==> src/hw/rtl/assert_macros.svh <==
// Assertion helpers used by the whitelist table RTL.
`ifndef ASSERT_MACROS_SVH
`define ASSERT_MACROS_SVH

// Check that cons holds in the same cycle as ante.
`define ASSERT_SAME_CYCLE(label, clk, rst, ante, cons, msg) \
   label: assert property (@(posedge clk) disable iff (rst) (ante) |-> (cons)) \
      else $error(msg);

// Check that cons holds in the cycle after ante.
`define ASSERT_NEXT_CYCLE(label, clk, rst, ante, cons, msg) \
   label: assert property (@(posedge clk) disable iff (rst) (ante) |=> (cons)) \
      else $error(msg);

`endif

==> src/hw/rtl/uwt_pkg.sv <==
`default_nettype none

package uwt_pkg;

   // Longest UID the table keeps, in bytes
   localparam int MaxUidBytes = 10;
   localparam logic [7:0] ByteMask = 8'hFF;

   // Request actions
   localparam logic [1:0] ActPresent = 2'd0;
   localparam logic [1:0] ActArm     = 2'd1;
   localparam logic [1:0] ActDelete  = 2'd2;

   // Response status codes
   localparam logic [1:0] StAuth   = 2'd0;
   localparam logic [1:0] StReject = 2'd1;
   localparam logic [1:0] StNew    = 2'd2;

   typedef struct packed {
      logic [1:0]  action;
      logic [3:0]  uid_len;
      logic [63:0] uid_low;
      logic [15:0] uid_high;
   } req_type;

   typedef struct packed {
      logic [1:0]  status;
      logic        stored;
      logic [3:0]  out_uid_length;
      logic [63:0] out_uid_low;
      logic [15:0] out_uid_high;
   } rsp_type;

   // One table slot as kept in the slot memory
   typedef struct packed {
      logic [3:0]  length;
      logic [63:0] bytes_low;
      logic [15:0] bytes_high;
   } slot_type;

   // Keep bytes 0..7 that lie inside the length
   function automatic logic [63:0] mask_low(input logic [3:0] len);
      logic [63:0] m;
      m = '0;
      for (int i = 0; i < 8; i++) begin
         if (len > 4'(i)) begin
            m[i*8 +: 8] = ByteMask;
         end
      end
      return m;
   endfunction

   // Keep bytes 8 and 9 that lie inside the length
   function automatic logic [15:0] mask_high(input logic [3:0] len);
      logic [15:0] m;
      m = '0;
      for (int i = 0; i < 2; i++) begin
         if (len > 4'(8 + i)) begin
            m[i*8 +: 8] = ByteMask;
         end
      end
      return m;
   endfunction

   function automatic logic length_ok(input logic [3:0] len);
      return (len != 4'd0) && (len <= 4'(MaxUidBytes));
   endfunction

endpackage

`default_nettype wire

==> src/hw/rtl/uid_whitelist_table.sv <==
`default_nettype none

// UID whitelist: up to TABLE_ENTRIES card UIDs of 1 to 10 bytes, kept in a slot memory
// with one valid flop per slot (the table is empty after reset, no clearing pass).
// A present request answers authenticated or rejected; after an arm request the next
// present request of an unknown UID stores it in the lowest free slot and answers
// "new" (stored low when the table is full), while a known UID then gives no response.
// A delete request drops an exact match. Arm requests and requests with action 3 or
// a length of 0 or above 10 finish in the cycle they are taken. A present or delete
// request reads every slot through the single memory read port, one slot per cycle,
// and the block takes its next request after S_SCAN, S_LAST and S_FINISH, later if the
// response register is still held by rsp_stall. Bytes above the length are masked.
module uid_whitelist_table #(
   parameter int TABLE_ENTRIES = 16
) (
   input  wire logic             clock,
   input  wire logic             reset,
   input  wire logic             req_valid,
   output logic                  req_stall,
   input  wire uwt_pkg::req_type req_data,
   output logic                  rsp_valid,
   input  wire logic             rsp_stall,
   output uwt_pkg::rsp_type      rsp_data
);

   import uwt_pkg::*;

`include "assert_macros.svh"

   localparam int IdxW = (TABLE_ENTRIES > 1) ? $clog2(TABLE_ENTRIES) : 1;
   localparam logic [IdxW-1:0] LastIdx = IdxW'(TABLE_ENTRIES - 1);

   typedef enum logic [1:0] {S_IDLE, S_SCAN, S_LAST, S_FINISH} state_type;

   state_type              state_ff,    state_in;
   logic [IdxW-1:0]        scan_ff,     scan_in;
   logic                   cmp_vld_ff,  cmp_vld_in;
   logic [IdxW-1:0]        cmp_idx_ff,  cmp_idx_in;
   logic                   del_ff,      del_in;
   slot_type               key_ff,      key_in;
   logic                   hit_ff,      hit_in;
   logic [IdxW-1:0]        hit_idx_ff,  hit_idx_in;
   logic                   free_ff,     free_in;
   logic [IdxW-1:0]        free_idx_ff, free_idx_in;
   logic                   armed_ff,    armed_in;
   logic [TABLE_ENTRIES-1:0] valid_ff,  valid_in;
   logic                   rsp_valid_ff, rsp_valid_in;
   rsp_type                rsp_data_ff,  rsp_data_in;

   logic     accept;
   logic     finish_go;
   logic     wr_en;
   logic     emit;
   logic     slot_hit;
   logic     slot_free;
   slot_type rd_slot;

   // Slot memory: scanned through the read port, written on registration
   uwt_ram #(
      .Width ($bits(slot_type)),
      .Depth (TABLE_ENTRIES)
   ) u_slots (
      .clock   (clock),
      .wr_en   (wr_en),
      .wr_addr (free_idx_ff),
      .wr_data (key_ff),
      .rd_addr (scan_ff),
      .rd_data (rd_slot)
   );

   // Handshake and finish conditions
   assign accept    = req_valid && !req_stall;
   assign req_stall = (state_ff != S_IDLE);
   assign finish_go = (state_ff == S_FINISH) && (!rsp_valid_ff || !rsp_stall);
   assign wr_en     = finish_go && !del_ff && armed_ff && !hit_ff && free_ff;
   assign emit      = finish_go && !del_ff && (!armed_ff || !hit_ff);

   // Compare the slot read in the previous cycle
   assign slot_hit  = cmp_vld_ff && valid_ff[cmp_idx_ff] && (rd_slot == key_ff);
   assign slot_free = cmp_vld_ff && !valid_ff[cmp_idx_ff];

   always_comb begin
      state_in    = state_ff;
      scan_in     = scan_ff;
      cmp_vld_in  = 1'b0;
      cmp_idx_in  = scan_ff;
      del_in      = del_ff;
      key_in      = key_ff;
      hit_in      = hit_ff;
      hit_idx_in  = hit_idx_ff;
      free_in     = free_ff;
      free_idx_in = free_idx_ff;
      armed_in    = armed_ff;
      valid_in    = valid_ff;

      // Sequence one request
      case (state_ff)
         S_IDLE: begin
            if (accept) begin
               case (req_data.action)
                  ActArm: begin
                     armed_in = 1'b1;
                  end
                  ActPresent, ActDelete: begin
                     if (length_ok(req_data.uid_len)) begin
                        key_in.length     = req_data.uid_len;
                        key_in.bytes_low  = req_data.uid_low & mask_low(req_data.uid_len);
                        key_in.bytes_high = req_data.uid_high & mask_high(req_data.uid_len);
                        del_in   = (req_data.action == ActDelete);
                        hit_in   = 1'b0;
                        free_in  = 1'b0;
                        scan_in  = '0;
                        state_in = S_SCAN;
                     end
                  end
                  default: begin
                  end
               endcase
            end
         end
         S_SCAN: begin
            cmp_vld_in = 1'b1;
            if (scan_ff == LastIdx) begin
               state_in = S_LAST;
            end else begin
               scan_in = scan_ff + 1'b1;
            end
         end
         S_LAST: begin
            state_in = S_FINISH;
         end
         S_FINISH: begin
            if (finish_go) begin
               state_in = S_IDLE;
               if (del_ff && hit_ff) begin
                  valid_in[hit_idx_ff] = 1'b0;
               end
               if (!del_ff) begin
                  armed_in = 1'b0;
               end
               if (wr_en) begin
                  valid_in[free_idx_ff] = 1'b1;
               end
            end
         end
         default: begin
            state_in = S_IDLE;
         end
      endcase

      // Record the first match and the lowest free slot
      if (slot_hit && !hit_ff) begin
         hit_in     = 1'b1;
         hit_idx_in = cmp_idx_ff;
      end
      if (slot_free && !free_ff) begin
         free_in     = 1'b1;
         free_idx_in = cmp_idx_ff;
      end

      // Load the response register or drop a taken response
      rsp_valid_in = rsp_valid_ff;
      rsp_data_in  = rsp_data_ff;
      if (emit) begin
         rsp_valid_in               = 1'b1;
         rsp_data_in.status         = armed_ff ? StNew : (hit_ff ? StAuth : StReject);
         rsp_data_in.stored         = wr_en;
         rsp_data_in.out_uid_length = key_ff.length;
         rsp_data_in.out_uid_low    = key_ff.bytes_low;
         rsp_data_in.out_uid_high   = key_ff.bytes_high;
      end else if (!rsp_stall) begin
         rsp_valid_in = 1'b0;
      end
   end

   always_ff @(posedge clock) begin
      if (reset) begin
         state_ff     <= S_IDLE;
         cmp_vld_ff   <= 1'b0;
         armed_ff     <= 1'b0;
         valid_ff     <= '0;
         rsp_valid_ff <= 1'b0;
      end else begin
         state_ff     <= state_in;
         cmp_vld_ff   <= cmp_vld_in;
         armed_ff     <= armed_in;
         valid_ff     <= valid_in;
         rsp_valid_ff <= rsp_valid_in;
      end
      scan_ff     <= scan_in;
      cmp_idx_ff  <= cmp_idx_in;
      del_ff      <= del_in;
      key_ff      <= key_in;
      hit_ff      <= hit_in;
      hit_idx_ff  <= hit_idx_in;
      free_ff     <= free_in;
      free_idx_ff <= free_idx_in;
      rsp_data_ff <= rsp_data_in;
   end

   assign rsp_valid = rsp_valid_ff;
   assign rsp_data  = rsp_data_ff;

   // A stored flag only comes with a new-UID response
   `ASSERT_SAME_CYCLE(a_stored_is_new, clock, reset, rsp_valid && rsp_data.stored, rsp_data.status == StNew, "stored response without new status")

   // A registration write adds exactly one slot
   `ASSERT_NEXT_CYCLE(a_write_grows, clock, reset, wr_en, $countones(valid_ff) == $past($countones(valid_ff)) + 1, "registration did not add one slot")

   // A recorded match points at a listed slot
   `ASSERT_SAME_CYCLE(a_hit_listed, clock, reset, (state_ff == S_FINISH) && hit_ff, valid_ff[hit_idx_ff], "match recorded on an empty slot")

   // No compare is pending while requests are taken
   `ASSERT_SAME_CYCLE(a_idle_quiet, clock, reset, !req_stall, !cmp_vld_ff, "slot compare pending in idle")

endmodule

`default_nettype wire

==> src/hw/rtl/uwt_ram.sv <==
`default_nettype none

module uwt_ram #(
   parameter int Width = 8,
   parameter int Depth = 16,
   localparam int AddrW = (Depth > 1) ? $clog2(Depth) : 1
) (
   input  wire logic             clock,
   input  wire logic             wr_en,
   input  wire logic [AddrW-1:0] wr_addr,
   input  wire logic [Width-1:0] wr_data,
   input  wire logic [AddrW-1:0] rd_addr,
   output logic      [Width-1:0] rd_data
);

   logic [Width-1:0] mem_ff [Depth];
   logic [Width-1:0] rd_data_ff;

   // Write one word, read one word with registered data
   always_ff @(posedge clock) begin
      if (wr_en) begin
         mem_ff[wr_addr] <= wr_data;
      end
      rd_data_ff <= mem_ff[rd_addr];
   end

   assign rd_data = rd_data_ff;

endmodule

`default_nettype wire

==> config.mk <==
export PLATFORM = sky130hd
export DESIGN_NAME = uid_whitelist_table
export DESIGN_NICKNAME = d
export VERILOG_FILES = /design/src/hw/rtl/uwt_pkg.sv /design/src/hw/rtl/uid_whitelist_table.sv /design/src/hw/rtl/uwt_ram.sv
export VERILOG_INCLUDE_DIRS = /design/src /design/src/hw/rtl
export SDC_FILE = /design/constraint.sdc
export NUM_CORES = 2
export LEC_CHECK = 0
export ABC_AREA = 1
export BUFFER_PORTS_ARGS = -buffer_cell sky130_fd_sc_hd__buf_4
export CORE_AREA = 2 2 403 405
export CTS_CLUSTER_SIZE = 30
export DETAILED_ROUTE_END_ITERATION = 10
export DIE_AREA = 0 0 405 407
export GPL_TIMING_DRIVEN = 0
export PLACE_DENSITY = 0.52
export SETUP_SLACK_MARGIN = 0.05
export SLEW_MARGIN = 20
export SYNTH_ARGS = -nofsm -noshare
export SYNTH_HDL_FRONTEND = slang
export SYNTH_SLANG_ARGS = --single-unit
export TNS_END_PERCENT = 100
==> constraint.sdc <==
create_clock -name clock -period 12.8 [get_ports clock]
set_clock_uncertainty 0.2 [all_clocks]
set_input_delay 1.92 -clock clock [delete_from_list [all_inputs] [get_ports clock]]
set_output_delay 1.92 -clock clock [all_outputs]
set_load 0.01 [all_outputs]
Word-level counts from Yosys, hierarchy flattened:

Memory sizes are Yosys's and may differ from the RTL's. A register that Yosys moved wholly into a read port is not among the register bits.
Cells that the tools add are included.

* flip-flop bits (word level): 211
* latch bits: 0
* memory bits (writable): 1344
* bits in read-only memories: 0
* bits of input ports: 90
* output and inout bits: 89
* word-level logic and storage cells: 179
* memories: 1

Memories
* u_slots.mem_ff: words 16, width 84, read ports 1, clocked after memory_dff 1, wr ports 1, RTL line uwt_ram.sv:16 `logic [Width-1:0] mem_ff [Depth];`

* add/sub/neg operators: 1
* $mul: 0
* divide/modulo/power cells: 0
* $lt $le $gt $ge: 16
* equality and inequality tests: 16
* shifts and indexed selects: 0
* multiplexer cells: 82
* bitwise operators: 5
* reduce and logical (&&, ||, !) cells: 38

Operator list (number)
* $mux 8: 50
* $eq 84x84->1: 1
* $and 64x64->64: 1
* $mux 16: 4
* $and 16x16->16: 2
* $gt 4x3->1 const B: 4
* $logic_and 1x1->1: 16
* $mux 4: 4
* $not 16->16: 1
* $or 16x16->16: 1
* $lt 4x5->1 const B: 3
* $reduce_and 5->1: 3
* $mux 1: 13
* $ne 2x2->1 const B: 6
* $mux 2: 5
* $demux 1 s4: 2
* $ge 4x1->1 const B: 2
* $gt 4x1->1 const B: 2
* $gt 4x2->1 const B: 2
* $gt 4x4->1 const B: 2
* $logic_not 1->1: 8
* $pmux 2 s4: 1
* $pmux 4 s2: 1
* $eq 2x2->1 const B: 3
* other kinds (14): 21

Logic depth before layout (Yosys ltp):

* depth after elaboration: 11
* depth in mapped cells: 12
* gate-level depth less buffers: 12

Modules after synthesis:

From an unflattened synthesis, not the netlist that was laid out.

* cells, all modules: 6722
* area total of the unflattened synthesis: 69232.6 um2

Modules (own cells, without submodules)
* uwt_ram: instances 1, cells an instance 5517, area an instance 58935.3 um2, seq. area each 42040.3 um2
* uid_whitelist_table: instances 1, cells an instance 1205, area an instance 10297.4 um2, seq. area each 6065.8 um2

Least setup slack after synthesis:

No wires, ideal clock.

* kind: input to register
* from: input rsp_stall
* to: register rsp_data_ff (netlist bit rsp_data[0]), enable pin
* library setup time: 0.563 ns
* arrival: 6.342 ns
* data required time: 12.037 ns
* path slack: 5.695 ns
* stages: 3
* buffers on the path: 0
* cell sequence: nand2_1 nand3b_1 a21oi_1

* word-level cells in the longest chain between the ends: 5

Ends and longest elaborated chain
* start, declared: RTL line uid_whitelist_table.sv:22 `input wire logic rsp_stall,`
* $logic_not 1->1
* $logic_or 1x1->1: RTL line uid_whitelist_table.sv:74 `assign finish_go = (state_ff == S_FINISH) && (!rsp_valid_ff || !rsp_stall);`
* $logic_and 1x1->1: RTL line uid_whitelist_table.sv:74
* $logic_and 1x1->1 (2 in a row): RTL line uid_whitelist_table.sv:76 `assign emit = finish_go && !del_ff && (!armed_ff || !hit_ff);`
* via emit: RTL line uid_whitelist_table.sv:53 `logic emit;`
* end signal, assigned: RTL line uid_whitelist_table.sv:198 `rsp_data_ff <= rsp_data_in;`
* end, declared: RTL line uid_whitelist_table.sv:48 `rsp_type rsp_data_ff, rsp_data_in;`

The timed path passes the listed nets, and every way through them passes these cells.
A chain may end at the register's enable or synchronous reset.

Worst setup path after layout:

* from: input req_data[82] (netlist bit)
* to: register key_ff[56] (netlist bit), enable pin

* word-level cells in the longest chain between the ends: 3
* elaborated cells on any way between the ends: 4
* those cells by class: 1 x order compare; 3 x reduce/logical

Ends and longest elaborated chain
* start, declared: RTL line uid_whitelist_table.sv:20 `input wire uwt_pkg::req_type req_data,`
* $le 4x4->1 or $reduce_bool 4->1 (tied branches): RTL line uwt_pkg.sv:66 `return (len != 4'd0) && (len <= 4'(MaxUidBytes));`
* $logic_and 1x1->1 (*): RTL line uwt_pkg.sv:66
* $reduce_and 4->1 (no source line) (*)
* end signal, assigned: RTL line uid_whitelist_table.sv:193 `key_ff <= key_in;`
* end, declared: RTL line uid_whitelist_table.sv:40 `slot_type key_ff, key_in;`

Mark *: on every way between the ends. The rest lies on a longest branch, timed or not.

==> impl_results.md <==
- Sequential fraction of the synthesis area: 0.752
- Syn nets: 5200
- Post-CTS Setup Bufs: 0
- Largest net degree at the start of global routing: 65
- Met3 Use GR: 0.0429
- Highest clock rate: 0.241 GHz
- Longest Clk Path Bufs: 3
- Vias in the first global route: 40600
- Initial antenna violation count: 15
- DR vias/cell: 5.38
- Clk_lat worst skew: 0.83 ns
- Hold Path Class: reg2reg
- Total grt overflow: 0
- Dominant cells by area after synthesis: edfxtp_1 (72%), nor2_1 (7.0%), o21ai_0 (4.3%)
- Routed Antenna Nets: 0
- Synth Cell Area: 64000 sq um
- GP Congestion: 0.929
- Clk sinks: 1639
- CTS Buf Count: 174
- Finished Layout Cells: 7811
- Synth top area share: 0.717
- Ys Warns: 0
- Clk pwr share: 0.363
- Overall routing resource usage: 0.253
- Leak: 0.0259 uW
- Worst setup SP type: input port
- Internal: 9660 uW
- Switching share of power: 0.310
- Max_cap viols: 0
- Final wirelength: 209000 um
- GR Util met2: 0.401
- FFs w/ async S/R, synth: 0
- Sw Pwr: 4330 uW
- WL per Instance: 26.8 um
- DRC: 0
- HPWL after detailed placement: 142000 um
- Post-route cell area: 74800 sq um
- Num rows: 147
- Post-CTS sizing: 0
- Final Max Slew Viols: 0
- Mapped Cells: 5105
- Comb pwr share: 0.187
- Initial Util: 0.399
- Layout cell share with drive strength beyond 1: 0.106
- CP Class: in2reg
- Outcome: completed
- CTS Hold Buffers Added: 0
- Die X: 405 um
- Sequential share of power: 0.450
- Final Hold Fails: 0
- Headroom to the max-slew limit: 0.231
- Final Cycle Share: 0.324
- PD cells: 187 nW/um^2
- I/O pins: 179
- Global routing's busiest layer: met2
- Detailed Routing Iterations Pass 1: 8
- Setup TNS: 0 ns
- First-pass GRT wire length: 295000 um
- RSZ-0062 raised after global routing: false
- Synth area leader: edfxtp_1
- # H-tree levels: 4
- CP required: 13.13 ns
- Worst Path Arrival: 4.48 ns
- Worst-margin pin slew: 1.15 ns
- Core area: 160000 sq um
- Area growth syn-to-layout: 16.9%
- Root Buffer: clkbuf_16
- Nets: 5587
- Cell with the most instances after synthesis: edfxtp_1
- IR drop worst, VDD: 0.138 mV
- Post-synth top cells: edfxtp_1 (1528), nor2_1 (1200), o21ai_0 (555), nand2_1 (536), inv_1 (295)
- Placed cell count: 7476
- Final setup fails: 0
- Avg Synthesized Cell Area: 12.5 sq um
- Clock-pin slew on the worst setup and hold paths: 0.06 ns
- Die area: 165000 sq um
- Synth unique cells: 29
- TritonCTS clock tree: done
- Via count: 42000
- Min cycle time layout: 4.15 ns
- Placed Area: 69000 sq um
- Max FO, Critical Path: 23
- Design Power: 14000 uW
- Dominant synthesized flop cell: edfxtp_1
- Die height: 407 um
- DR iter-0 viols: 4453
- EDFF count, synth: 1528
- IO Port Bufs: 178
- Critical Path End Type: register
- Yosys reg bits: 1639
- Met1 usage: 0.355
==> flip-flops by register name (all words and copies together) (netlist names) <==
signal	count
armed_ff	1
u_slots.rd_data	84
rsp_data	87
free_idx_ff	4
rsp_valid	1
free_ff	1
cmp_vld_ff	1
state_ff	2
cmp_idx_ff	4
valid_ff	16
u_slots.mem_ff	1344
cmp_idx_in	4
hit_idx_ff	4
key_ff	84
del_ff	1
hit_ff	1
==> worst max-delay path, cell delays in order <==
cell and delay, ns:
buf_4 0.15, inv_1 0.10, nand2_1 0.12, nor2_4 0.65, nand2_1 0.14, inv_2 0.56, nor2_1 0.08, nand2_1 0.17
nor2_4 0.14, buf_16 0.19, buf_12 0.17
==> power by group through the flow <==
| stage | logic [uW] | clock network, uW | registers [uW] |
|---|---|---|---|
| 2_1_floorplan | 1430 | 0 | 6270 |
| 3_3_place_gp | 2550 | 0 | 6410 |
| 3_5_place_dp | 2590 | 0 | 6410 |
| 4_1_cts | 2600 | 5160 | 6300 |
| 5_1_grt | 2820 | 5360 | 6320 |
| 6_report | 2620 | 5080 | 6300 |
==> final cells by class <==
| class | instances | area (sq um) |
|---|---|---|
| fillers | 14400 | 85400 |
| well taps | 2160 | 2700 |
| clock buffers | 251 | 4880 |
| flip-flops and latches | 1639 | 48100 |
| clock inverters | 77 | 883 |
| plain buffers | 275 | 1190 |
| diodes | 7 | 17.5 |
| repair buffers | 211 | 2180 |
| multi-input cells | 2893 | 13600 |
| inverters | 298 | 1200 |
==> kinds of logic (layout without fill, tap and decap cells) <==
kind of cell    Yosys count  count (layout)  synth area share
other cells               0               7                 0
flops                  1639            1639             0.752
buf+inv                 573            1112            0.0360
xor+xnor                 31              31           0.00425
fa+ha+maj                 5               5          0.000978
compound gates          933             933            0.0896
simple gates           1924            1924             0.117
==> metal layers <==
metal / part of all wire / up-vias
met2: 0.46 / 1605
met5: 0.00012 / -
met4: 0.031 / 4
li1: - / 19000
met1: 0.44 / 21100
met3: 0.070 / 284
==> worst paths after layout <==
check	endpoint	startpoint	slack, ns	cells after the start
max	key_ff[56]	req_data[82]	8.65	11
min	cmp_idx_ff[2]	cmp_idx_in[2]	0.17	0
max reg2reg	hit_idx_ff[1]	key_ff[66]	9.14	10
min reg2reg	cmp_idx_ff[2]	cmp_idx_in[2]	0.17	0
==> metrics by stage <==
step	util	hold slack (ns)	setup WS, ns
global route	0.467	0.187	8.58
detailed placement	0.431	0.150	7.83
floorplan	-	0.143	5.70
CTS	0.467	0.165	8.68
global placement	0.424	0.154	1.01
finish	0.467	0.167	8.65
==> cells in the final DEF (no fill, tap or decap), types with 11 or more instances in the layout <==
cell type,instances
clkbuf_16,176
dfxtp_1,111
o21ai_0,554
xnor2_1,20
buf_4,181
o211ai_1,168
buf_1,14
o21ai_1,13
clkbuf_8,19
clkbuf_1,210
buf_2,93
nand2_1,536
clkinv_2,27
edfxtp_1,1528
inv_1,280
o32ai_1,168
buf_16,26
nand3_1,166
a21oi_1,21
bufinv_16,12
clkinv_1,19
inv_6,18
xor2_1,11
nor2_1,1199
Power figures use the tool's default switching activity.
